===== src/rtl/core/sprs_pkg.sv =====
// Shared types, constants and defaults for the sample playback resampler.
package sprs_pkg;

    localparam int SAMPLE_WORDS_DEF  = 65536;
    localparam int FRACTION_BITS_DEF = 48;

    localparam int CMD_W  = 2;
    localparam int ADDR_W = 16;
    localparam int WORD_W = 16;
    localparam int STEP_W = 52;
    localparam int VOL_W  = 16;
    localparam int LEN_W  = 17;
    localparam int PTR_W  = 18;
    localparam int CFG_IDX_W  = 2;
    localparam int CFG_DATA_W = STEP_W;

    localparam logic [STEP_W-1:0] STEP_RESET   = STEP_W'(64'd281474976710656);
    localparam logic [VOL_W-1:0]  VOLUME_RESET = VOL_W'(32768);
    localparam logic [LEN_W-1:0]  LENGTH_RESET = '0;

    typedef enum logic [CMD_W-1:0] {
        CMD_WRITE = 2'd0,
        CMD_PLAY  = 2'd1,
        CMD_TICK  = 2'd2
    } cmd_t;

    typedef enum logic [CFG_IDX_W-1:0] {
        CFG_MODE   = 2'd0,
        CFG_STEP   = 2'd1,
        CFG_VOLUME = 2'd2,
        CFG_LENGTH = 2'd3
    } cfg_idx_t;

    typedef struct packed {
        logic valid;
        logic active;
        logic stereo;
    } tick_meta_t;

endpackage


===== src/rtl/core/sprs_ctrl.sv =====
// Command decode, play state, phase accumulator and read pointer.
module sprs_ctrl #(
    parameter int SAMPLE_WORDS  = sprs_pkg::SAMPLE_WORDS_DEF,
    parameter int FRACTION_BITS = sprs_pkg::FRACTION_BITS_DEF
) (
    input  logic                               clk,
    input  logic                               rst_n,
    input  logic                               in_valid,
    input  logic [sprs_pkg::CMD_W-1:0]         in_cmd,
    input  logic [sprs_pkg::ADDR_W-1:0]        in_addr,
    input  logic [sprs_pkg::WORD_W-1:0]        in_data,
    input  logic                               advance,
    input  logic                               stereo,
    input  logic [sprs_pkg::STEP_W-1:0]        step,
    input  logic [sprs_pkg::LEN_W-1:0]         length,
    output logic                               wr_en,
    output logic [$clog2(SAMPLE_WORDS)-1:0]    wr_addr,
    output logic [sprs_pkg::WORD_W-1:0]        wr_data,
    output logic [$clog2(SAMPLE_WORDS)-1:0]    rd_addr_a,
    output logic [$clog2(SAMPLE_WORDS)-1:0]    rd_addr_b,
    output sprs_pkg::tick_meta_t               meta
);

    import sprs_pkg::*;

    localparam int MEM_AW = $clog2(SAMPLE_WORDS);
    localparam int SUM_W  = STEP_W + 1;
    localparam int CARRY_W = SUM_W - FRACTION_BITS;
    localparam int ADV_W  = CARRY_W + 1;
    localparam int PSUM_W = ((ADV_W > PTR_W) ? ADV_W : PTR_W) + 1;
    localparam logic [PTR_W-1:0] PTR_MAX = '1;

    logic                     playing_reg;
    logic                     playing_next;
    logic [PTR_W-1:0]         ptr_reg;
    logic [PTR_W-1:0]         ptr_next;
    logic [FRACTION_BITS-1:0] phase_reg;
    logic [FRACTION_BITS-1:0] phase_next;
    tick_meta_t               meta_reg;
    tick_meta_t               meta_next;

    logic               tick_acc;
    logic               play_acc;
    logic               active_now;
    logic [SUM_W-1:0]   phase_sum;
    logic [CARRY_W-1:0] carry;
    logic [ADV_W-1:0]   adv;
    logic [PSUM_W-1:0]  ptr_sum;
    logic [PTR_W:0]     ptr_inc;

    assign tick_acc   = in_valid && advance && (in_cmd == CMD_TICK);
    assign play_acc   = in_valid && advance && (in_cmd == CMD_PLAY);
    assign wr_en      = in_valid && advance && (in_cmd == CMD_WRITE);
    assign wr_addr    = MEM_AW'(in_addr);
    assign wr_data    = in_data;
    assign active_now = playing_reg && (ptr_reg < PTR_W'(length));

    assign phase_sum = SUM_W'(phase_reg) + SUM_W'(step);
    assign carry     = phase_sum[SUM_W-1:FRACTION_BITS];
    assign adv       = stereo ? {carry, 1'b0} : {1'b0, carry};
    assign ptr_sum   = PSUM_W'(ptr_reg) + PSUM_W'(adv);
    assign ptr_inc   = (PTR_W+1)'(ptr_reg) + (PTR_W+1)'(1);

    assign rd_addr_a = MEM_AW'(ptr_reg);
    assign rd_addr_b = MEM_AW'(ptr_inc);

    always_comb
    begin
        playing_next = playing_reg;
        ptr_next     = ptr_reg;
        phase_next   = phase_reg;
        priority if (play_acc)
        begin
            playing_next = 1'b1;
            ptr_next     = '0;
        end
        else if (tick_acc)
        begin
            if (active_now)
            begin
                phase_next = phase_sum[FRACTION_BITS-1:0];
                ptr_next   = (ptr_sum > PSUM_W'(PTR_MAX)) ? PTR_MAX
                                                          : ptr_sum[PTR_W-1:0];
            end
            else
            begin
                playing_next = 1'b0;
            end
        end
    end

    always_comb
    begin
        meta_next        = meta_reg;
        if (advance)
        begin
            meta_next.valid  = tick_acc;
            meta_next.active = tick_acc && active_now;
            meta_next.stereo = stereo;
        end
    end

    always_ff @(posedge clk or negedge rst_n)
    begin
        if (!rst_n)
        begin
            playing_reg <= 1'b0;
            ptr_reg     <= '0;
            phase_reg   <= '0;
            meta_reg    <= '0;
        end
        else
        begin
            playing_reg <= playing_next;
            ptr_reg     <= ptr_next;
            phase_reg   <= phase_next;
            meta_reg    <= meta_next;
        end
    end

    assign meta = meta_reg;

`ifndef NO_ASSERTIONS
    a_play_restarts: assert property (@(posedge clk) disable iff (!rst_n)
        play_acc |=> playing_reg && (ptr_reg == '0))
        else $error("play did not restart from word zero");

    a_active_is_valid: assert property (@(posedge clk) disable iff (!rst_n)
        meta_reg.active |-> meta_reg.valid)
        else $error("active flag set on an empty stage");

    a_end_stops: assert property (@(posedge clk) disable iff (!rst_n)
        tick_acc && !active_now |=> !playing_reg && !meta_reg.active)
        else $error("silent tick left playback running");
`endif

endmodule


===== config.mk =====
export PLATFORM = sky130hd
export DESIGN_NAME = sprs_ctrl
export DESIGN_NICKNAME = d
export VERILOG_FILES = /design/src/rtl/core/sprs_pkg.sv /design/src/rtl/core/sprs_ctrl.sv
export SDC_FILE = /design/constraint.sdc
export NUM_CORES = 1
export LEC_CHECK = 0
export BUFFER_PORTS_ARGS = -buffer_cell sky130_fd_sc_hd__clkbuf_2
export CORE_MARGIN = 2
export CORE_UTILIZATION = 23
export CTS_BUF_LIST = sky130_fd_sc_hd__clkbuf_4
export DETAILED_ROUTE_END_ITERATION = 10
export GPL_ROUTABILITY_DRIVEN = 1
export PLACE_DENSITY_LB_ADDON = 0.08
export SETUP_SLACK_MARGIN = 0.4
export SLEW_MARGIN = 15
export SYNTH_ARGS = -nofsm -noshare
export SYNTH_HDL_FRONTEND = slang
export SYNTH_SLANG_ARGS = --single-unit

===== constraint.sdc =====
create_clock -name clk -period 5.65 [get_ports clk]
set_clock_uncertainty 0.2 [all_clocks]
set_input_delay 0.8475 -clock clk [delete_from_list [all_inputs] [get_ports clk]]
set_output_delay 0.8475 -clock clk [all_outputs]
set_load 0.02 [all_outputs]

==> out/results.tsv <==
metric	value	unit
Cell variety after synth	70	
core area	0.0305	sq mm
post_cts resized	0	
Initial DRT Pass Iterations	4	
overall die area	0.0324	sq mm
I/O Buffers	111	
largest area contributor in the netlist	sky130_fd_sc_hd__dfrtp_1	
number of H-tree levels	3	
final critical-path setup slack	0.781	ns
static power due to leakage	3.87	nW
source of the critical timing path	step[0]	
setup TNS	0	ns
proportion of synthesized flip-flops having asynchronous set or reset	100	%
most common cell in the synthesized netlist	sky130_fd_sc_hd__nand2_1	
data required time of the critical path	5.79	ns
mean instance size in the synthesized netlist	7.90	sq um
endpoint of the most critical setup path	ptr_reg[5]	
final hold violations	0	
multiplexer fraction of the synthesized cell area	1.20	%
first-pass GRT wire length	35800	um
worst reg2reg startpoint	phase_reg[0]	
combinational family with the most area after synthesis	compound AO/OA/AOI/OAI gates	
Bufs and invs on worst path	2	
compound-cell area share of the yosys netlist	24.3	%
XOR/XNOR share of the synthesized area	8.61	%
clock slew at reported path FFs	0.13	ns
antenna-violating nets left	0	
number of enable flip-flop cells after synthesis	0	
crit-path leading delay family	compound AO/OA/AOI/OAI gates	
Net Count, Synth	1082	
number of vias per cell	4.68	
register area share after synthesis	24.6	%
time the final worst path needs with I/O delays and setup	4.87	ns
CTS tree	built	
Max-slew headroom	33.4	%
Pins Over Slew Limit	0	
kind of path behind the tightest hold check	primary input to asynchronous set/reset pin	
initial antenna violation count	1	
P per Cell Area	458	mW/mm^2
TritonCTS Buffers	9	
later-pin clock latency in the skew report	0.46	ns
synthesis-to-layout area growth	12.7	%
Routed Wire Length	21600	um
Vert. Die Dim	180	um
adder-cell area share of the yosys netlist	13.0	%
DR DRC count	0	
Crit Reg-Reg Endpoint	ptr_reg[5]	
Synth Warn #	0	
horizontal extent of the die	180	um
Setup crit end kind	register	
type of origin of the critical path	primary input	
critical path class	primary input to register	
outcome	complete, no violations	
maximum number of pins on one net before global-route repair	86	
global route total overflow	0	
max-cap violations	0	
Sinks on Clock Net	70	
list of cells traversed by the critical path	clkbuf_2, ha_4, fa_2, a21o_2, a221o_1, a31o_1, nand4b_1, a311oi_2, o21bai_2, nand2_1, xnor2_1, nor2_1, ha_2, fa_2, a21o_1, a21oi_2, o21bai_1, a21oi_2, nor2_1, and3_1, buf_4, nor3_1, a21oi_1	
arrival time of data at the critical path endpoint	5.01	ns
register bit total from synthesis	70	
logic depth of the worst setup path including buffers	23	
post-layout total power	3.67	mW
Slew @ Worst Pin	0.999	ns
detailed-route via count	6363	
Final setup viols	0	
total standard cell area after synthesis	0.00712	sq mm
share of final-layout standard cells stronger than drive strength 1	19.0	%
maximum fanout encountered on the critical timing path	6	
cells taking the most area after synthesis	sky130_fd_sc_hd__dfrtp_1, sky130_fd_sc_hd__ha_1, sky130_fd_sc_hd__nand2_1	
row count	64	
DR WL/cell	15.9	um
overall routing resource usage	13.6	%
GP Congestion	0.740	
peak supply drop	146	uV
maximum buffer depth of the clock tree	2	
I/O pin count	176	
ys flop type	sky130_fd_sc_hd__dfrtp_1	
Post-CTS Hold Buffers	0	
fraction of post-synthesis cell area in the top cell type by area	24.6	%
synthesized-area fraction occupied by and/or/nand/nor cells	18.9	%
number of cells on the worst reg-to-reg path	22	
worst setup slack before clock tree synthesis	0.154	ns
number of setup buffers added after CTS	0	
clock root cell	sky130_fd_sc_hd__clkbuf_4	
initial standard-cell utilization of the core	23.3	%
largest incremental delay on the critical path	0.35	ns
via count of the first global-routing pass	6476	
synthesized netlist cell count	901	
final critical-path share of the clock period	86.2	%
worst setup slack for register-to-register paths	0.84	ns
net count reported at finish	1140	
critical-path cell with the highest stage delay	sky130_fd_sc_hd__fa_2	
Synth top cells by count	sky130_fd_sc_hd__nand2_1, sky130_fd_sc_hd__a21oi_1, sky130_fd_sc_hd__ha_1	
setup repair after global routing missed its margin	no	
estimated wirelength of the detail-placed design	17300	um
max FFs per register	48	
DRC violation total after the first TritonRoute iteration	259	
highest clock frequency the design can meet	205	MHz
==> stage by stage <==
stage,utilization [%],std cells,area (sq um),hold WS [ns]
3_5_place_dp,25.8,1344,7870,0.279
6_report,26.3,1361,8020,0.0887
2_1_floorplan,-,901,7160,0.253
4_1_cts,26.2,1359,8000,0.0444
5_1_grt,26.3,1361,8020,0.0638
3_3_place_gp,25.8,1344,7870,0.272
==> area by class of cell <==
class	count	area [sq um]
Antenna cell	2	5.00
Clock inverter	6	63.8
Timing Repair Buffer	137	753
Fill cell	3441	22500
Inverter	34	128
Multi-Input combinational cell	707	4760
Sequential cell	70	1750
Clock buffer	9	67.6
Tap cell	396	495
==> worst reg2reg max path: stages, from the launching register on <==
cell	delay, ns
sky130_fd_sc_hd__dfrtp_1	0.43
sky130_fd_sc_hd__ha_4	0.17
sky130_fd_sc_hd__fa_2	0.35
sky130_fd_sc_hd__a21o_2	0.21
sky130_fd_sc_hd__a221o_1	0.33
sky130_fd_sc_hd__a31o_1	0.22
sky130_fd_sc_hd__nand4b_1	0.17
sky130_fd_sc_hd__a311oi_2	0.15
sky130_fd_sc_hd__o21bai_2	0.25
sky130_fd_sc_hd__nand2_1	0.14
sky130_fd_sc_hd__xnor2_1	0.19
sky130_fd_sc_hd__nor2_1	0.06
sky130_fd_sc_hd__ha_2	0.19
sky130_fd_sc_hd__fa_2	0.35
sky130_fd_sc_hd__a21o_1	0.19
sky130_fd_sc_hd__a21oi_2	0.16
sky130_fd_sc_hd__o21bai_1	0.10
sky130_fd_sc_hd__a21oi_2	0.14
sky130_fd_sc_hd__nor2_1	0.08
sky130_fd_sc_hd__and3_1	0.22
sky130_fd_sc_hd__buf_4	0.16
sky130_fd_sc_hd__nor3_1	0.17
sky130_fd_sc_hd__a21oi_1	0.06
==> per-layer routing <==
metal  part of all wire [%]  global-route usage [%]  vias to the layer above
met5                      0                       0                        -
met4                    1.4                    3.58                        0
met3                    3.1                    2.15                       15
met2                     47                    22.7                      103
met1                     48                    18.2                     2952
li1                       -                       -                     3293
==> worst min-delay path by stage <==
| stage | slack [ns] | end | start | cells after the start |
|---|---|---|---|---|
| 2_1_floorplan | 0.25 | phase_reg[26] | phase_reg[26] | 2 |
| 3_3_place_gp | 0.27 | phase_reg[45] | phase_reg[45] | 2 |
| 3_5_place_dp | 0.28 | phase_reg[4] | phase_reg[4] | 2 |
| 4_1_cts | 0.04 | phase_reg[19] | rst_n | 1 |
| 5_1_grt | 0.06 | phase_reg[28] | rst_n | 1 |
| 6_report | 0.09 | phase_reg[28] | rst_n | 1 |
==> layout by cell type, fill, tap and decap left out, types with 15 or more instances in the layout <==
cell,n
sky130_fd_sc_hd__a31oi_1,15
sky130_fd_sc_hd__o21ai_1,28
sky130_fd_sc_hd__xor2_1,29
sky130_fd_sc_hd__nor3_1,20
sky130_fd_sc_hd__ha_1,69
sky130_fd_sc_hd__clkbuf_2,110
sky130_fd_sc_hd__dfrtp_1,70
sky130_fd_sc_hd__nand2_1,114
sky130_fd_sc_hd__a21oi_1,69
sky130_fd_sc_hd__a21o_1,38
sky130_fd_sc_hd__nor2_1,54
sky130_fd_sc_hd__nand4_1,17
sky130_fd_sc_hd__nand3_1,33
sky130_fd_sc_hd__xnor2_1,41
sky130_fd_sc_hd__o21ai_0,47
sky130_fd_sc_hd__buf_4,27
sky130_fd_sc_hd__inv_1,34
==> cell families (layout without fill, tap and decap cells) <==
family / after synthesis / in the layout
buf+inv: 124 / 186
fa+ha+maj: 73 / 73
flops: 70 / 70
simple gates: 287 / 287
xor+xnor: 70 / 70
mux: 8 / 8
compound gates: 269 / 269
other cells: 0 / 2
==> power by group <==
group / switching [mW] / internal [mW] / leakage [nW] / total, mW
clock: 0.218 / 0.131 / 0.0678 / 0.349
sequential: 0.146 / 0.682 / 0.885 / 0.828
combinational: 1.45 / 1.05 / 2.92 / 2.50
total: 1.81 / 1.86 / 3.87 / 3.67
Note: power is estimated with default switching activity, not from simulation.
