File: src/rtl/core/sprs_pkg.sv
// Shared types, constants and defaults for the sample playback resampler.
package sprs_pkg;

    localparam int SAMPLE_WORDS_DEF  = 65536;
    localparam int FRACTION_BITS_DEF = 48;

    localparam int CMD_W  = 2;
    localparam int ADDR_W = 16;
    localparam int WORD_W = 16;
    localparam int STEP_W = 52;
    localparam int VOL_W  = 16;
    localparam int LEN_W  = 17;
    localparam int PTR_W  = 18;
    localparam int CFG_IDX_W  = 2;
    localparam int CFG_DATA_W = STEP_W;

    localparam logic [STEP_W-1:0] STEP_RESET   = STEP_W'(64'd281474976710656);
    localparam logic [VOL_W-1:0]  VOLUME_RESET = VOL_W'(32768);
    localparam logic [LEN_W-1:0]  LENGTH_RESET = '0;

    typedef enum logic [CMD_W-1:0] {
        CMD_WRITE = 2'd0,
        CMD_PLAY  = 2'd1,
        CMD_TICK  = 2'd2
    } cmd_t;

    typedef enum logic [CFG_IDX_W-1:0] {
        CFG_MODE   = 2'd0,
        CFG_STEP   = 2'd1,
        CFG_VOLUME = 2'd2,
        CFG_LENGTH = 2'd3
    } cfg_idx_t;

    typedef struct packed {
        logic valid;
        logic active;
        logic stereo;
    } tick_meta_t;

endpackage

File: src/rtl/core/sprs_scale.sv
// Volume multiply, floor shift, saturation and output register.
module sprs_scale (
    input  logic                          clk,
    input  logic                          rst_n,
    input  sprs_pkg::tick_meta_t          meta_in,
    input  logic [sprs_pkg::WORD_W-1:0]   word_a,
    input  logic [sprs_pkg::WORD_W-1:0]   word_b,
    input  logic [sprs_pkg::VOL_W-1:0]    volume,
    input  logic                          out_ready,
    output logic                          advance,
    output logic                          out_valid,
    output logic [sprs_pkg::WORD_W-1:0]   out_left,
    output logic [sprs_pkg::WORD_W-1:0]   out_right,
    output logic                          out_active
);

    import sprs_pkg::*;

    localparam int PROD_W  = WORD_W + VOL_W + 1;
    localparam int SHIFT   = 15;
    localparam int Q_W     = PROD_W - SHIFT;

    tick_meta_t                 s2_meta_reg;
    tick_meta_t                 s2_meta_next;
    logic signed [PROD_W-1:0]   p_left_reg;
    logic signed [PROD_W-1:0]   p_right_reg;
    logic                       out_valid_reg;
    logic                       out_valid_next;
    logic                       out_active_reg;
    logic                       out_active_next;
    logic [WORD_W-1:0]          out_left_reg;
    logic [WORD_W-1:0]          out_right_reg;

    logic signed [WORD_W-1:0]   w_left;
    logic signed [WORD_W-1:0]   w_right;
    logic signed [VOL_W:0]      vol_s;
    logic [WORD_W-1:0]          sat_left;
    logic [WORD_W-1:0]          sat_right;

    function automatic logic [WORD_W-1:0] saturate(input logic signed [PROD_W-1:0] p);
        logic signed [Q_W-1:0] q;
        q = Q_W'(p >>> SHIFT);
        if ((q[Q_W-1:WORD_W-1] == '0) || (q[Q_W-1:WORD_W-1] == '1))
        begin
            saturate = q[WORD_W-1:0];
        end
        else
        begin
            saturate = q[Q_W-1] ? {1'b1, {(WORD_W-1){1'b0}}} : {1'b0, {(WORD_W-1){1'b1}}};
        end
    endfunction

    assign advance = !out_valid_reg || out_ready;

    assign w_left  = signed'(word_a);
    assign w_right = meta_in.stereo ? signed'(word_b) : signed'(word_a);
    assign vol_s   = signed'({1'b0, volume});

    assign sat_left  = saturate(p_left_reg);
    assign sat_right = saturate(p_right_reg);

    always_comb
    begin
        s2_meta_next    = s2_meta_reg;
        out_valid_next  = out_valid_reg;
        out_active_next = out_active_reg;
        if (advance)
        begin
            s2_meta_next    = meta_in;
            out_valid_next  = s2_meta_reg.valid;
            out_active_next = s2_meta_reg.active;
        end
    end

    always_ff @(posedge clk or negedge rst_n)
    begin
        if (!rst_n)
        begin
            s2_meta_reg    <= '0;
            out_valid_reg  <= 1'b0;
            out_active_reg <= 1'b0;
        end
        else
        begin
            s2_meta_reg    <= s2_meta_next;
            out_valid_reg  <= out_valid_next;
            out_active_reg <= out_active_next;
        end
    end

    always_ff @(posedge clk)
    begin
        if (advance)
        begin
            p_left_reg    <= PROD_W'(w_left) * PROD_W'(vol_s);
            p_right_reg   <= PROD_W'(w_right) * PROD_W'(vol_s);
            out_left_reg  <= s2_meta_reg.active ? sat_left : '0;
            out_right_reg <= s2_meta_reg.active ? sat_right : '0;
        end
    end

    assign out_valid  = out_valid_reg;
    assign out_left   = out_left_reg;
    assign out_right  = out_right_reg;
    assign out_active = out_active_reg;

`ifndef NO_ASSERTIONS
    a_silence_is_zero: assert property (@(posedge clk) disable iff (!rst_n)
        out_valid_reg && !out_active_reg |-> (out_left_reg == '0) && (out_right_reg == '0))
        else $error("silent frame carries non-zero data");

    a_s2_active_is_valid: assert property (@(posedge clk) disable iff (!rst_n)
        s2_meta_reg.active |-> s2_meta_reg.valid)
        else $error("active flag set on an empty product stage");

    a_hold_on_stall: assert property (@(posedge clk) disable iff (!rst_n)
        out_valid_reg && !out_ready |=> out_valid_reg && $stable(out_left_reg))
        else $error("frame lost while the receiver stalled");
`endif

endmodule

File: config.mk
export PLATFORM = sky130hd
export DESIGN_NAME = sprs_scale
export DESIGN_NICKNAME = d
export VERILOG_FILES = /design/src/rtl/core/sprs_pkg.sv /design/src/rtl/core/sprs_scale.sv
export SDC_FILE = /design/constraint.sdc
export NUM_CORES = 1
export LEC_CHECK = 0
export BUFFER_PORTS_ARGS = -buffer_cell sky130_fd_sc_hd__buf_4
export CAP_MARGIN = 20
export CORE_MARGIN = 2
export CORE_UTILIZATION = 65
export CTS_CLUSTER_DIAMETER = 50
export CTS_CLUSTER_SIZE = 14
export DETAILED_ROUTE_END_ITERATION = 16
export PLACE_DENSITY_LB_ADDON = 0.08
export RECOVER_POWER = 50
export SKIP_LAST_GASP = 1
export SYNTH_ARGS = -nofsm -noshare
export SYNTH_HDL_FRONTEND = slang
export SYNTH_SLANG_ARGS = --single-unit
File: constraint.sdc
create_clock -name clk -period 7.44 [get_ports clk]
set_clock_uncertainty 0.15 [all_clocks]
set_input_delay 1.488 -clock clk [delete_from_list [all_inputs] [get_ports clk]]
set_output_delay 1.488 -clock clk [all_outputs]
set_load 0.05 [all_outputs]
==> results of run 1 <==
## metal layers
layer | part of all wire | GRT usage
met5 | 0 | 0
met4 | 0.025 | 0.0861
met3 | 0.067 | 0.0485
met2 | 0.51 | 0.525
met1 | 0.40 | 0.405
## cell families after synthesis
logic type	synth area share
simple gates	0.166
fa+ha+maj	0.551
buf+inv	0.107
compound gates	0.0377
flops	0.110
xor+xnor	0.0176
mux	0.0107
## layout by cell type (no fill, tap or decap), types with 11 or more instances in the layout
master | synthesis | final
mux2_2 | 14 | 11
nor2b_1 | 56 | 56
nor2_1 | 103 | 103
buf_4 | 1 | 177
nand2b_1 | 21 | 21
o21ai_0 | 13 | 13
a21o_1 | 14 | 14
clkbuf_1 | 85 | 37
xnor2_1 | 29 | 29
ha_1 | 238 | 236
nand2_1 | 250 | 250
edfxtp_1 | 68 | 68
and2_1 | 191 | 190
inv_1 | 464 | 464
fa_1 | 386 | 386
a21oi_1 | 35 | 33
## path summary, 6_finish.rpt
kind	start	to	slack (ns)	cells after the start
min	s2_meta_reg[2]$_DFFE_PN0P_	out_valid$_DFFE_PN0P_	0.33	1
max in group asynchronous	rst_n	out_active$_DFFE_PN0P_	6.15	1
max	meta_in[0]	p_right_reg[23]$_DFFE_PP_	0.20	21
min in group asynchronous	rst_n	s2_meta_reg[1]$_DFFE_PN0P_	0.79	1
max reg2reg	out_valid$_DFFE_PN0P_	s2_meta_reg[1]$_DFFE_PN0P_	3.14	3
min reg2reg	s2_meta_reg[2]$_DFFE_PN0P_	out_valid$_DFFE_PN0P_	0.33	1
## final cells by class
type,count,area [µm²]
Clock buffer,9,225
Clock inverter,6,68.8
Fill cell,2271,8000
Inverter,464,1740
Multi-Input combinational cell,1444,15300
Sequential cell,72,2140
Tap cell,390,488
Timing Repair Buffer,222,1610
## metrics by stage
step / utilization / TNS (ns) / instance area, µm² / hold slack (ns) / setup WS, ns
floorplan: - / 0 / 19500 / 0.280 / 0.00919
global placement: 0.722 / -0.511 / 21400 / 0.292 / -0.147
detailed placement: 0.722 / -1.29 / 21400 / 0.312 / -0.242
CTS: 0.732 / 0 / 21600 / 0.330 / 0.111
global route: 0.730 / -0.000656 / 21600 / 0.370 / -0.000656
finish: 0.730 / 0 / 21600 / 0.328 / 0.199
## what timing repair did
item | CTS | global route
setup endpoints to repair | 0 | 12
buffers inserted | 0 | 0
resized for setup | 0 | 11
hold buffers | 0 | 0
==> flow_summary.ini, run 1 <==
[detailed_routing]
vias = 14200
wl_per_cell_um = 16.7
drc = 0
wl_mm = 43.4
drt_iter0_drc = 850
dr.pass1.iters = 5
via_per_inst = 5.45
antenna_left = 0

[placement]
routabilityCongestion = 0.896
dp.cells = 2591
place_hpwl_mm = 36.6
port_buffers = 88

[setup_path]
critical-path-top-delay-family = adder cells
cp_slowest_stage_delay_ns = 0.53
crit_required_ns = 7.40
crit_type = primary input to flip-flop
cp-end-kind = flip-flop
worstPathMaxFanout = 15
cpMaxStageDelayCell = fa_1
crit_chain = buf_12 -> buf_12 -> mux2_4 -> nand2_1 -> fa_1 -> fa_1 -> fa_1 -> inv_1 -> fa_1 -> fa_1 -> inv_1 -> fa_1 -> inv_1 -> ha_1 -> o21a_1 -> a211oi_4 -> a21oi_2 -> a211o_2 -> a221o_2 -> a21oi_2 -> xnor2_1
start_kind = primary input
crit_arrival_ns = 7.20
cpMostUsedCell = fa_1
crit_buf_inv = 5

[synth]
yosysWarnings = 0
synth_commonest_cells = inv_1 (464), fa_1 (386), nand2_1 (250)
synth_ff_type = edfxtp_1
synth_nets = 2746
synth_seq_cells = 72
yosysMostFrequentCell = inv_1
avgSynthCellArea_um2 = 9.39
synth_area_leaders = fa_1 (40%), ha_1 (15%), edfxtp_1 (11%)
synthArstFlopShare = 0.0556
synth-edff-count = 68
ys_seq_area_frac = 0.110
syn_inst = 2068
synth_area_um2 = 19400
yosysTopAreaCellShare = 0.398
synth_cell_types = 52
synth_area_leader_cell = fa_1

[global_route]
grt_pass1_wl_mm = 75.3
overflow = 0
grt_use_total = 0.306
antenna_found_initial = 0
grt_start_max_net_pins = 73
grt_pass1_vias = 15600

[die]
core_um2 = 29600
io_pins = 89
rows = 63
dieHeight_um = 177
fp.dieW_um = 177
die_area_um2 = 31300
start_util = 0.657

[timing]
finalSetupViolCount = 0
fin_crit_ns = 7.24
worst_pin_slew_ns = 4.19
maxSlewHeadroom = -1.80
period_share = 0.973
max_freq_mhz = 138
slew_violations = 73
hold_violations = 0

[clock_tree]
root_buffer = clkbuf_16
clockBufferDepth = 2
cts_tree = done
clk_pin_slew_ns = 0.07
cts_buffers = 9
clock_latency_ns = 0.36
cts_max_level = 3
clkSinkCount = 72

[finish]
area_growth_pct = 11.0
drive_gt1_frac = 0.112
final_cells = 2607
fin_nets = 2891
diodes = 0

[run_status]
violations = max-capacitance violations, max-slew violations
status = complete, but fails checks

[min_path]
hold_class = flip-flop to flip-flop

[flow_run]
cap_viol_max_count = 1
Power of run 1 is not shown: default switching activity piles up to over one toggle a cycle in this logic, so the estimate is an artifact.
==> inputs of run 2 (changes only) <==
--- a/config.mk
+++ b/config.mk
@@ -8,7 +8,7 @@
 export BUFFER_PORTS_ARGS = -buffer_cell sky130_fd_sc_hd__buf_4
 export CAP_MARGIN = 20
 export CORE_MARGIN = 2
-export CORE_UTILIZATION = 65
+export CORE_UTILIZATION = 30
 export CTS_CLUSTER_DIAMETER = 50
 export CTS_CLUSTER_SIZE = 14
 export DETAILED_ROUTE_END_ITERATION = 16
==> run 2 against run 1 <==
The flow still finishes with violations (max-capacitance violations, max-slew violations); final area rose by 4.7%; largest cell class unchanged; via count decreased by 2.4%; maximum frequency up 0.54%; die area grew 110%; wire length is 24% higher; utilization down 38 points; flip-flop and latch count is the same; worst hold slack worse by 0.017 ns; sequential share of layout area is 0.45 points lower.
==> flow_summary.ini, run 2 (synthesized netlist as in run 1, its figures left out) <==
[setup_path]
crit_type = primary input to flip-flop
cpMaxStageDelayCell = fa_1
worstRegToRegCells = 3
endpoint = p_left_reg[31]$_DFFE_PP_
start_kind = primary input
cp-end-kind = flip-flop
worst_r2r_endpoint = s2_meta_reg[1]$_DFFE_PN0P_
crit_arrival_ns = 7.16
crit_required_ns = 7.40
r2r_setup_slack_ns = 4.44
worstPathMaxFanout = 12
cp-startpoint = volume[7]
cp_slowest_stage_delay_ns = 0.55
crit_chain = buf_4 -> nand2_1 -> fa_1 -> inv_1 -> fa_1 -> inv_1 -> fa_1 -> inv_1 -> fa_1 -> fa_1 -> fa_1 -> ha_1 -> a21o_1 -> o21bai_1 -> nor2_1 -> o211ai_1 -> a2111oi_2 -> buf_4 -> o21ai_2 -> a41oi_2 -> and2b_1 -> xnor2_1
worst_r2r_startpoint = out_valid$_DFFE_PN0P_
cpMostUsedCell = fa_1

[global_route]
grt_start_max_net_pins = 40
grt_use_total = 0.169
overflow = 0
grt_pass1_vias = 15500
grt_pass1_wl_mm = 87.6
antenna_found_initial = 0

[detailed_routing]
dr.pass1.iters = 5
wl_mm = 53.9
drc = 0
antenna_left = 0
vias = 13900
wl_per_cell_um = 17.3
drt_iter0_drc = 645
via_per_inst = 4.45

[die]
io_pins = 89
rows = 93
core_um2 = 64200
die_area_um2 = 66800
start_util = 0.302
fp.dieW_um = 258
dieHeight_um = 258

[flow_run]
cap_viol_max_count = 1

[clock_tree]
root_buffer = clkbuf_16
cts_tree = done
clockBufferDepth = 2
clk_pin_slew_ns = 0.06
cts_setup_buffers = 0
clkSinkCount = 72
cts_max_level = 3
cts_buffers = 9
clock_latency_ns = 0.36

[placement]
routabilityCongestion = 0.831
port_buffers = 88
place_hpwl_mm = 46.2
post_dp_cell_area_um2 = 22300
place_ws_ns = -0.304

[timing]
hold_ws_ns = 0.312
setup_ws_ns = 0.237
max_freq_mhz = 139
finalSetupViolCount = 0
hold_violations = 0
period_share = 0.968
fin_crit_ns = 7.20
maxSlewHeadroom = -0.168
worst_pin_slew_ns = 1.75
slew_violations = 36

[finish]
nFillCells = 6752
final_common_cell = inv_1
mostFrequentLayoutCells = inv_1 (464), fa_1 (386), nand2_1 (250)
stdcell_area_um2 = 22600
area_growth_pct = 16.2
finalCoreUtilization = 0.351
diodes = 0
drive_gt1_frac = 0.137
fin_nets = 2939

[min_path]
hold_class = flip-flop to flip-flop

[run_status]
violations = max-capacitance violations, max-slew violations
status = complete, but fails checks
==> run 2: cell count changes in the layout (fill, tap and decap cells not counted), sizes merged <==
cell	change
buf	+64
clkbuf	-16
bufinv	+2
inv	-2
clkinv	+1
==> run 2: per-stage QoR <==
step | TNS, ns | std cells
2_1_floorplan | 0 | 2068
3_3_place_gp | -2.38 | 3102
3_5_place_dp | -3.07 | 3102
4_1_cts | 0 | 3118
5_1_grt | -0.0390 | 3121
6_report | 0 | 3121
==> run 2: per-layer routing <==
metal,vias to the layer above,global-route usage,part of all wire
li1,6566,-,-
met1,7135,0.234,0.47
met2,164,0.290,0.49
met3,19,0.0189,0.028
met4,0,0.0279,0.0090
met5,-,0,0
==> run 2: timing repair <==
item	CTS	global route
hold buffers	0	0
resized for setup	0	14
endpoints found under the setup margin	0	12
==> run 2: layout make-up <==
type | instances | area, µm² | share of cell area
Multi-Input combinational cell | 1444 | 15300 | 0.676
Clock inverter | 7 | 110 | 0.00488
Tap cell | 855 | 1070 | 0.0474
Clock buffer | 9 | 225 | 0.00998
Inverter | 464 | 1740 | 0.0771
Sequential cell | 72 | 2140 | 0.0949
Timing Repair Buffer | 270 | 2020 | 0.0895
==> run 2: worst min path at each step <==
stage	startpoint	end	cells past startpoint
2_1_floorplan	s2_meta_reg[2]$_DFFE_PN0P_	out_valid$_DFFE_PN0P_	1
3_3_place_gp	s2_meta_reg[2]$_DFFE_PN0P_	out_valid$_DFFE_PN0P_	1
3_5_place_dp	s2_meta_reg[2]$_DFFE_PN0P_	out_valid$_DFFE_PN0P_	1
4_1_cts	s2_meta_reg[2]$_DFFE_PN0P_	out_valid$_DFFE_PN0P_	1
5_1_grt	s2_meta_reg[2]$_DFFE_PN0P_	out_valid$_DFFE_PN0P_	1
6_report	s2_meta_reg[2]$_DFFE_PN0P_	out_valid$_DFFE_PN0P_	1
==> run 2: critical path, delay by kind of cell <==
family	cells	cell delay, ns
xor+xnor	1	0.07
simple gates	3	0.40
buf+inv	5	0.59
compound gates	6	1.26
fa+ha+maj	7	3.34
Power of run 2 is left out for the same reason.
==> inputs of run 3 (changes only) <==
--- a/config.mk
+++ b/config.mk
@@ -5,13 +5,13 @@
 export SDC_FILE = /design/constraint.sdc
 export NUM_CORES = 1
 export LEC_CHECK = 0
-export BUFFER_PORTS_ARGS = -buffer_cell sky130_fd_sc_hd__buf_4
 export CAP_MARGIN = 20
 export CORE_MARGIN = 2
 export CORE_UTILIZATION = 30
 export CTS_CLUSTER_DIAMETER = 50
 export CTS_CLUSTER_SIZE = 14
 export DETAILED_ROUTE_END_ITERATION = 16
+export DONT_BUFFER_PORTS = 1
 export PLACE_DENSITY_LB_ADDON = 0.08
 export RECOVER_POWER = 50
 export SKIP_LAST_GASP = 1
==> run 3 against run 2 <==
The run still ends with max-capacitance violations, max-slew violations left; cell count decreased by 7.1%; utilization shrank 2.6 points; flip-flop and latch count did not move; register-to-register slack got worse by 1.3 ns; global-route usage down 0.33 points; worst hold slack worse by 0.0036 ns; non-clock buffer count decreased by 223; final area fell by 7.3%; critical path depth did not move; critical path type unchanged.
==> flow_summary.ini, run 3 (synthesized netlist as in run 1, its figures left out) <==
[timing]
worst_pin_slew_ns = 2.48
max_freq_mhz = 140
slew_violations = 40
hold_violations = 0
rsz0062_at_grt = no
finalSetupViolCount = 0
maxSlewHeadroom = -0.650
tns_ns = 0
period_share = 0.957
fin_crit_ns = 7.12

[flow_run]
cap_viol_max_count = 1

[setup_path]
crit_arrival_ns = 7.08
crit_type = primary input to flip-flop
crit_required_ns = 7.40
cp-end-kind = flip-flop
start_kind = primary input
r2r_setup_slack_ns = 3.19
worstPathMaxFanout = 32

[placement]
place_hpwl_mm = 41.3
port_buffers = 0
dp.cells = 2882
post_dp_cell_area_um2 = 20600
routabilityCongestion = 0.781

[detailed_routing]
wl_mm = 52.8
drc = 0
via_per_inst = 4.53
drt_iter0_drc = 494
antenna_left = 0
vias = 13100
wl_per_cell_um = 18.2
dr.pass1.iters = 5

[finish]
mostFrequentLayoutCells = inv_1 (464), fa_1 (386), nand2_1 (250)
stdcell_area_um2 = 20900
drive_gt1_frac = 0.0519
final_cells = 2900
final_common_cell = inv_1
area_growth_pct = 7.72
nFillCells = 6799
fin_nets = 2716

[clock_tree]
clkSinkCount = 72
ctsHoldBuffers = 0
root_buffer = clkbuf_16
cts_buffers = 9
cts_resized = 0
clock_latency_ns = 0.36
clockBufferDepth = 2
clk_pin_slew_ns = 0.06
cts_tree = done
cts_setup_buffers = 0
cts_max_level = 3

[global_route]
grt_start_max_net_pins = 40
antenna_found_initial = 7
grt_pass1_wl_mm = 84.9
grt_use_total = 0.166
grt_pass1_vias = 14900
overflow = 0

[min_path]
hold_class = flip-flop to flip-flop

[die]
core_um2 = 64200
fp.dieW_um = 258
rows = 93
io_pins = 89
start_util = 0.302
dieHeight_um = 258
die_area_um2 = 66800

[run_status]
status = complete, but fails checks
violations = max-capacitance violations, max-slew violations
## run 3: changes by cell type in the layout (fill, tap and decap cells not counted), sizes merged
cell	change
clkbuf	-21
diode	+2
buf	-202
## run 3: worst paths after layout
check / start / end / depth (start not counted)
min reg2reg: s2_meta_reg[2]$_DFFE_PN0P_ / out_valid$_DFFE_PN0P_ / 1
max reg2reg: out_valid$_DFFE_PN0P_ / p_left_reg[31]$_DFFE_PP_ / 3
max: volume[13] / p_left_reg[31]$_DFFE_PP_ / 22
max in group asynchronous: rst_n / s2_meta_reg[2]$_DFFE_PN0P_ / 0
min: s2_meta_reg[2]$_DFFE_PN0P_ / out_valid$_DFFE_PN0P_ / 1
min in group asynchronous: rst_n / out_active$_DFFE_PN0P_ / 0
## run 3: area by class of cell
class / count / area [µm²] / share of cell area
clock inverter: 7 / 110 / 0.00526
clock buffer: 9 / 225 / 0.0108
multi-input combinational: 1444 / 15300 / 0.729
sequential: 72 / 2140 / 0.102
timing repair buffer: 47 / 374 / 0.0179
tap: 855 / 1070 / 0.0511
inverter: 464 / 1740 / 0.0832
antenna: 2 / 5.00 / 0.000239
## run 3: through the flow
step / hold WS [ns] / util / worst slack, ns
floorplan: 0.280 / - / 0.00919
global placement: 0.292 / 0.321 / 0.0254
detailed placement: 0.302 / 0.321 / -0.0116
CTS: 0.317 / 0.326 / 0.337
global route: 0.343 / 0.326 / 0.0777
finish: 0.308 / 0.326 / 0.319
## run 3: per-layer routing
layer,track usage,share of wire
met1,0.222,0.46
met2,0.290,0.49
met3,0.0236,0.040
met4,0.0244,0.0070
met5,0,0.00063
## run 3: critical path, cell delays in order
cell	delay [ns]
and2_1	0.17
fa_1	0.54
inv_1	0.06
fa_1	0.45
fa_1	0.52
inv_1	0.06
fa_1	0.44
fa_1	0.52
inv_1	0.05
fa_1	0.48
inv_1	0.04
ha_1	0.31
a21oi_2	0.22
o21ai_1	0.12
a21oi_1	0.30
nor2_1	0.11
a2111oi_2	0.39
buf_4	0.19
o21ai_2	0.08
a41oi_2	0.28
and2b_1	0.17
xnor2_1	0.06
Power of run 3 is left out for the same reason.
